==> src/design/lpcp_pkg.sv <==
// ----------------------------------------------------------------------------
// lpcp_pkg
// Shared widths, register indexes, reset values and the configuration
// bundle for the lidar point to camera projection pipeline.
// ----------------------------------------------------------------------------
package lpcp_pkg;

   localparam int PIXEL_BITS     = 16;
   localparam int POINT_BITS     = 24;
   localparam int COEF_BITS      = 18;
   localparam int TRANS_BITS     = 20;
   localparam int TRANS_SHIFT    = 16;
   localparam int CSR_DATA_BITS  = 64;
   localparam int CSR_INDEX_BITS = 3;

   localparam int PROD_BITS  = COEF_BITS + POINT_BITS;
   localparam int CAM_BITS   = 46;
   localparam int NORM_FRAC  = 16;
   localparam int QUOT_BITS  = 21;
   localparam int NORM_BITS  = QUOT_BITS + 1;
   localparam int DIV_STEPS  = QUOT_BITS;
   localparam int REM_BITS   = CAM_BITS + NORM_FRAC + 5;
   localparam int SAT_BITS   = CAM_BITS + 5;
   localparam logic [QUOT_BITS-1:0] NORM_LIMIT = QUOT_BITS'(1) << (QUOT_BITS - 1);

   localparam int LENS_STAGES = 10;
   localparam int PROJ_BITS   = 58;
   localparam int ROUND_SHIFT = 20;
   localparam int RND_BITS    = PROJ_BITS - ROUND_SHIFT;

   localparam logic [RND_BITS-1:0] PIX_POS_MAX = RND_BITS'((64'd1 << (PIXEL_BITS - 1)) - 1);
   localparam logic [RND_BITS-1:0] PIX_NEG_MAX = RND_BITS'(64'd1 << (PIXEL_BITS - 1));

   localparam logic [53:0] ROT_ROW0_RESET = 54'd65536;
   localparam logic [53:0] ROT_ROW1_RESET = 54'd17179869184;
   localparam logic [53:0] ROT_ROW2_RESET = 54'd4503599627370496;

   typedef enum logic [CSR_INDEX_BITS-1:0] {
      CSR_ROT_ROW0   = 3'd0,
      CSR_ROT_ROW1   = 3'd1,
      CSR_ROT_ROW2   = 3'd2,
      CSR_TRANS      = 3'd3,
      CSR_INTRINSICS = 3'd4,
      CSR_DISTORTION = 3'd5,
      CSR_IMAGE_SIZE = 3'd6
   } csr_index_type;

   typedef struct packed {
      logic [2:0][2:0][COEF_BITS-1:0] rot;
      logic [2:0][TRANS_BITS-1:0]     trans;
      logic [15:0] fx;
      logic [15:0] fy;
      logic [15:0] cx;
      logic [15:0] cy;
      logic [15:0] k1;
      logic [15:0] k2;
      logic [15:0] p1;
      logic [15:0] p2;
      logic [11:0] width;
      logic [11:0] height;
   } cfg_type;

endpackage

==> src/design/lpcp_csr.sv <==
// ----------------------------------------------------------------------------
// lpcp_csr
// Configuration register file: rotation, translation, intrinsics,
// distortion and image size, unpacked into one bundle.
// ----------------------------------------------------------------------------
module lpcp_csr import lpcp_pkg::*; (
   input  logic                      clock,
   input  logic                      reset,
   input  logic                      csr_wr_en,
   input  logic [CSR_INDEX_BITS-1:0] csr_index,
   input  logic [CSR_DATA_BITS-1:0]  csr_wr_data,
   output cfg_type                   cfg
);

   logic [53:0] rot_ff [3];
   logic [59:0] trans_ff;
   logic [63:0] intr_ff;
   logic [63:0] dist_ff;
   logic [23:0] size_ff;

   always_ff @(posedge clock) begin
      if (reset) begin
         rot_ff[0] <= ROT_ROW0_RESET;
         rot_ff[1] <= ROT_ROW1_RESET;
         rot_ff[2] <= ROT_ROW2_RESET;
         trans_ff  <= '0;
         intr_ff   <= '0;
         dist_ff   <= '0;
         size_ff   <= '0;
      end else if (csr_wr_en) begin
         case (csr_index_type'(csr_index))
            CSR_ROT_ROW0:   rot_ff[0] <= csr_wr_data[53:0];
            CSR_ROT_ROW1:   rot_ff[1] <= csr_wr_data[53:0];
            CSR_ROT_ROW2:   rot_ff[2] <= csr_wr_data[53:0];
            CSR_TRANS:      trans_ff  <= csr_wr_data[59:0];
            CSR_INTRINSICS: intr_ff   <= csr_wr_data;
            CSR_DISTORTION: dist_ff   <= csr_wr_data;
            CSR_IMAGE_SIZE: size_ff   <= csr_wr_data[23:0];
            default: ;
         endcase
      end
   end

   always_comb begin
      for (int i = 0; i < 3; i++) begin
         cfg.rot[i] = rot_ff[i];
      end
      cfg.trans  = trans_ff;
      cfg.fx     = intr_ff[15:0];
      cfg.fy     = intr_ff[31:16];
      cfg.cx     = intr_ff[47:32];
      cfg.cy     = intr_ff[63:48];
      cfg.k1     = dist_ff[15:0];
      cfg.k2     = dist_ff[31:16];
      cfg.p1     = dist_ff[47:32];
      cfg.p2     = dist_ff[63:48];
      cfg.width  = size_ff[11:0];
      cfg.height = size_ff[23:12];
   end

endmodule

==> config.mk <==
export PLATFORM = sky130hd
export DESIGN_NAME = lpcp_csr
export DESIGN_NICKNAME = d
export VERILOG_FILES = /design/src/design/lpcp_pkg.sv /design/src/design/lpcp_csr.sv
export SDC_FILE = /design/constraint.sdc
export NUM_CORES = 1
export LEC_CHECK = 0
export BUFFER_PORTS_ARGS = -buffer_cell sky130_fd_sc_hd__buf_2
export CORE_MARGIN = 5
export CORE_UTILIZATION = 50
export CTS_CLUSTER_DIAMETER = 120
export DETAILED_ROUTE_END_ITERATION = 6
export GPL_TIMING_DRIVEN = 0
export PLACE_DENSITY = 0.79
export SLEW_MARGIN = 10
export SYNTH_ARGS = -nofsm -noshare
export SYNTH_HDL_FRONTEND = slang
export SYNTH_SLANG_ARGS = --single-unit
==> constraint.sdc <==
create_clock -name clock -period 2.6 [get_ports clock]
set_clock_uncertainty 0.15 [all_clocks]
set_input_delay 0.13 -clock clock [delete_from_list [all_inputs] [get_ports clock]]
set_output_delay 0.13 -clock clock [all_outputs]
set_load 0.05 [all_outputs]
==> qor_table.md <==
| Quantity | Value |
|:---|:---|
| Combinational family with the most area after synthesis | simple AND/OR/NAND/NOR gates |
| Share of synthesized cell area in and, or, nand and nor gates | 17.03% |
| Worst hold start | csr_index[2] |
| DRT iter0 DRCs | 466 |
| Sort of element at the end of the critical path | flop |
| Worst Max-Slew Pin Slew | 0.8726 ns |
| Width of the chip | 177.4 um |
| Number of setup violations in the final report | 0 |
| Number of instances in the placed design | 1,822 |
| Cell with the most instances after synthesis | sky130_fd_sc_hd__nand2b_1 |
| Initial antenna violation count | 3 |
| Cell taking the most area after synthesis | sky130_fd_sc_hd__edfxtp_1 |
| Worst Setup Path Type | input port to flop |
| Average vias per placed instance | 5.036 |
| Fraction of synthesized cell area in xor and xnor cells | 0% |
| Final global-route overflow total | 0 |
| Cell area after placement | 16,730 um2 |
| Final Max Tran Viols | 0 |
| Total of max-cap violations | 0 |
| Share of cells above drive strength 1 | 36.50% |
| Arrival time of data at the critical path endpoint | 1.59 ns |
| Power per cell area | 757.5 nW/um2 |
| Status | complete, no violations |
| Final hold vios | 0 |
| Root cell of the clock tree | sky130_fd_sc_hd__clkbuf_16 |
| Pwr Total | 14.19 mW |
| Vias in the first global route | 10,310 |
| Cell area after technology mapping | 14,010 um2 |
| Period utilization | 61.64% |
| Number of buffers inserted by post-CTS setup repair | 0 |
| Number of search-and-repair iterations in the first detailed-routing pass | 5 |
| Final std cell area, no fill | 18,730 um2 |
| Clock period minus final worst setup slack | 1.603 ns |
| Maximum buffer depth of the clock tree | 3 |
| Required time of the critical path | 2.59 ns |
| Post-synthesis register bit count | 374 |
| Half-perimeter wire length after placement | 30,050 um |
| Nature of the critical path startpoint | input port |
| Count of flip-flops with a built-in enable after synthesis | 162 |
| Hold Path Depth | 4 |
| Antenna-violating nets left | 0 |
| Max frequency | 623.9 MHz |
| Top-level I/O count | 444 |
| Depth of the most critical reg-to-reg path | 2 |
| Count of instances resized after the clock tree is built | 0 |
| CTS tree | yes |
| Per-cell routed wire length | 21.51 um |
| Area of the die | 31,470 um2 |
| Total routing resource utilization after global routing | 25.67% |
| Worst hold-check path type | input port to flop |
| Die Y-Extent | 177.4 um |
| Worst slack on hold paths | 0.03778 ns |
| Cts bufs inserted | 38 |
| Port Buf Inserts | 440 |
| Largest cells by area after synthesis | sky130_fd_sc_hd__edfxtp_1 (35%), sky130_fd_sc_hd__dfxtp_1 (30%), sky130_fd_sc_hd__mux2i_1 (15%), sky130_fd_sc_hd__nand2b_1 (12%), sky130_fd_sc_hd__nor3b_2 (2.7%) |
| Placeable core area | 27,710 um2 |
| Filler cells | 2,017 |
| Cell row count | 61 |
| Cell Count, Final, Fillers Out | 1,958 |
| Final routed wirelength across all metal layers | 42,120 um |
| Number of levels the H-tree was split into | 2 |
| Last weighted congestion value of the routability-driven placer | 0.8490 |
| Synth Flop Type | sky130_fd_sc_hd__dfxtp_1 |
| Maximum number of pins on one net before global-route repair | 55 |
| Adder and majority gate portion of the synthesized area | 0% |
| Library cells used by synthesis | 20 |
| Worst hold path endpoint | size_ff[2] |
| Global-route wire length before repair | 61,640 um |
| GR Util met1 | 29.29% |
| Clock-pin transition on the worst setup and hold timing paths | 0.06 ns |
| P&R area growth vs syn | 33.69% |
| Post-synthesis sequential area ratio | 65.01% |
| Unrepaired setup endpoints after global routing | false |
| Complex-gate fraction of the synthesized area | 0.1786% |
| Remaining routing DRC violations | 0 |
| Post-synth top area share | 34.72% |
| Final core occ | 67.62% |
| Count of vias placed by the detailed router | 9,860 |
| Met3 track utilization from global routing | 7.392% |
| Portion of netlist area occupied by mux cells | 15.14% |
| Effective utilization at floorplan | 50.58% |
| Post-layout nets | 1,618 |
| Total leakage power | 8.639 nW |
| Reg2reg end | intr_ff[14] |
| Met2 usage in global routing | 45.84% |
| Most used standard cells in the synthesized netlist | sky130_fd_sc_hd__nand2b_1 (276), sky130_fd_sc_hd__dfxtp_1 (212), sky130_fd_sc_hd__mux2i_1 (212) |
| Maximum vdd drop | 0.0006968 V |
| Global route hottest layer | met2 |
| Critical Path Fanout Max | 54 |
| Count of synthesis-stage warnings from yosys | 0 |
| Post-synth net total | 1,073 |
| Asr flop ratio synth | 0% |
| Mapped Cells | 1,003 |
| Worst slew margin relative to its limit | 41.83% |
| Number of clock sinks | 374 |
| Worst R2R Setup Slack | 1.79 ns |
| Reg2reg start | intr_ff[14] |
| Syn_area_per_cell | 13.97 um2 |
| Skew-Pair Late Insertion Delay | 0.51 ns |
## worst max path at each step
stage,startpoint,end,slack (ns)
floorplan,reset,rot_ff[0][108],0.28
global placement,reset,rot_ff[0][135],-0.95
detailed placement,reset,rot_ff[0][136],0.40
CTS,reset,rot_ff[0][144],0.97
global route,reset,rot_ff[0][114],0.90
finish,reset,rot_ff[0][116],1.0
## layout by cell type (no fill, tap or decap)
master	netlist	layout
sky130_fd_sc_hd__edfxtp_1	162	162
sky130_fd_sc_hd__bufinv_16	0	5
sky130_fd_sc_hd__clkinvlp_4	0	3
sky130_fd_sc_hd__and4bb_2	1	1
sky130_fd_sc_hd__dfxtp_1	212	212
sky130_fd_sc_hd__or3_1	3	3
sky130_fd_sc_hd__buf_12	0	1
sky130_fd_sc_hd__clkbuf_16	0	42
sky130_fd_sc_hd__nand4b_1	3	3
sky130_fd_sc_hd__clkinv_2	0	6
sky130_fd_sc_hd__inv_4	0	1
sky130_fd_sc_hd__or3b_4	1	1
sky130_fd_sc_hd__and4b_1	1	1
sky130_fd_sc_hd__buf_4	9	9
sky130_fd_sc_hd__diode_2	0	2
sky130_fd_sc_hd__clkinv_4	0	1
sky130_fd_sc_hd__dlygate4sd3_1	0	64
sky130_fd_sc_hd__clkinv_1	0	2
sky130_fd_sc_hd__inv_6	0	2
sky130_fd_sc_hd__and2_1	1	1
sky130_fd_sc_hd__nand2b_1	276	276
sky130_fd_sc_hd__nor3b_1	25	25
sky130_fd_sc_hd__clkbuf_1	33	38
sky130_fd_sc_hd__nand4bb_1	1	1
sky130_fd_sc_hd__a41o_4	0	1
sky130_fd_sc_hd__buf_2	23	463
sky130_fd_sc_hd__mux2i_1	212	212
sky130_fd_sc_hd__buf_6	5	5
sky130_fd_sc_hd__inv_1	2	2
sky130_fd_sc_hd__nor3b_2	30	30
sky130_fd_sc_hd__clkbuf_8	0	3
sky130_fd_sc_hd__a21o_4	0	2
## cells by family (layout without fill, tap and decap cells)
kind of cell,count (synthesis),in the layout
compound gates,3,3
buf+inv,72,647
flops,374,374
mux,212,212
other cells,0,2
simple gates,342,342
## area by class of cell
type	instances	area [um2]	area share [%]
sequential	374	9109	48.62
buffer	70	362.8	1.937
clock inverter	20	242.7	1.296
tap	378	473.0	2.525
timing repair buffer	505	2863	15.28
inverter	2	7.507	0.04007
clock buffer	50	1111	5.931
antenna	2	5.005	0.02672
multi-input combinational	557	4559	24.34
## critical path, cell delays in order
cell                       delay, ns
sky130_fd_sc_hd__buf_2          0.21
sky130_fd_sc_hd__clkbuf_1       0.44
sky130_fd_sc_hd__a41o_4         0.69
## metal layers
metal	routed length, um	vias to the layer above	share of wire, %
met5	0	-	0
li1	-	4574	-
met2	21360	413	51
met1	15690	4785	37
met4	1496	0	3.6
met3	3561	88	8.5
## sequential cells by signal (all words and copies together), names as in the netlist
register,cells
size_ff,24
dist_ff,64
rot_ff,162
intr_ff,64
trans_ff,60
## through the flow
step	worst slack (ns)	TNS [ns]
floorplan	0.2786	0
detailed placement	0.4008	0
CTS	0.9658	0
global placement	-0.9469	-141.31
finish	0.9973	0
global route	0.9038	0
## report_power, final
| part | internal, mW | switching [mW] |
|---|---|---|
| combinational | 0.473 | 1.44 |
| sequential | 6.40 | 0.0887 |
| clock | 3.53 | 2.26 |
## repair_timing
action | CTS | global route
setup endpoints to repair | 0 | 0
hold buffers | 64 | 0
endpoints found under the hold margin | 374 | 0
Note: power is estimated with default switching activity, not from simulation.
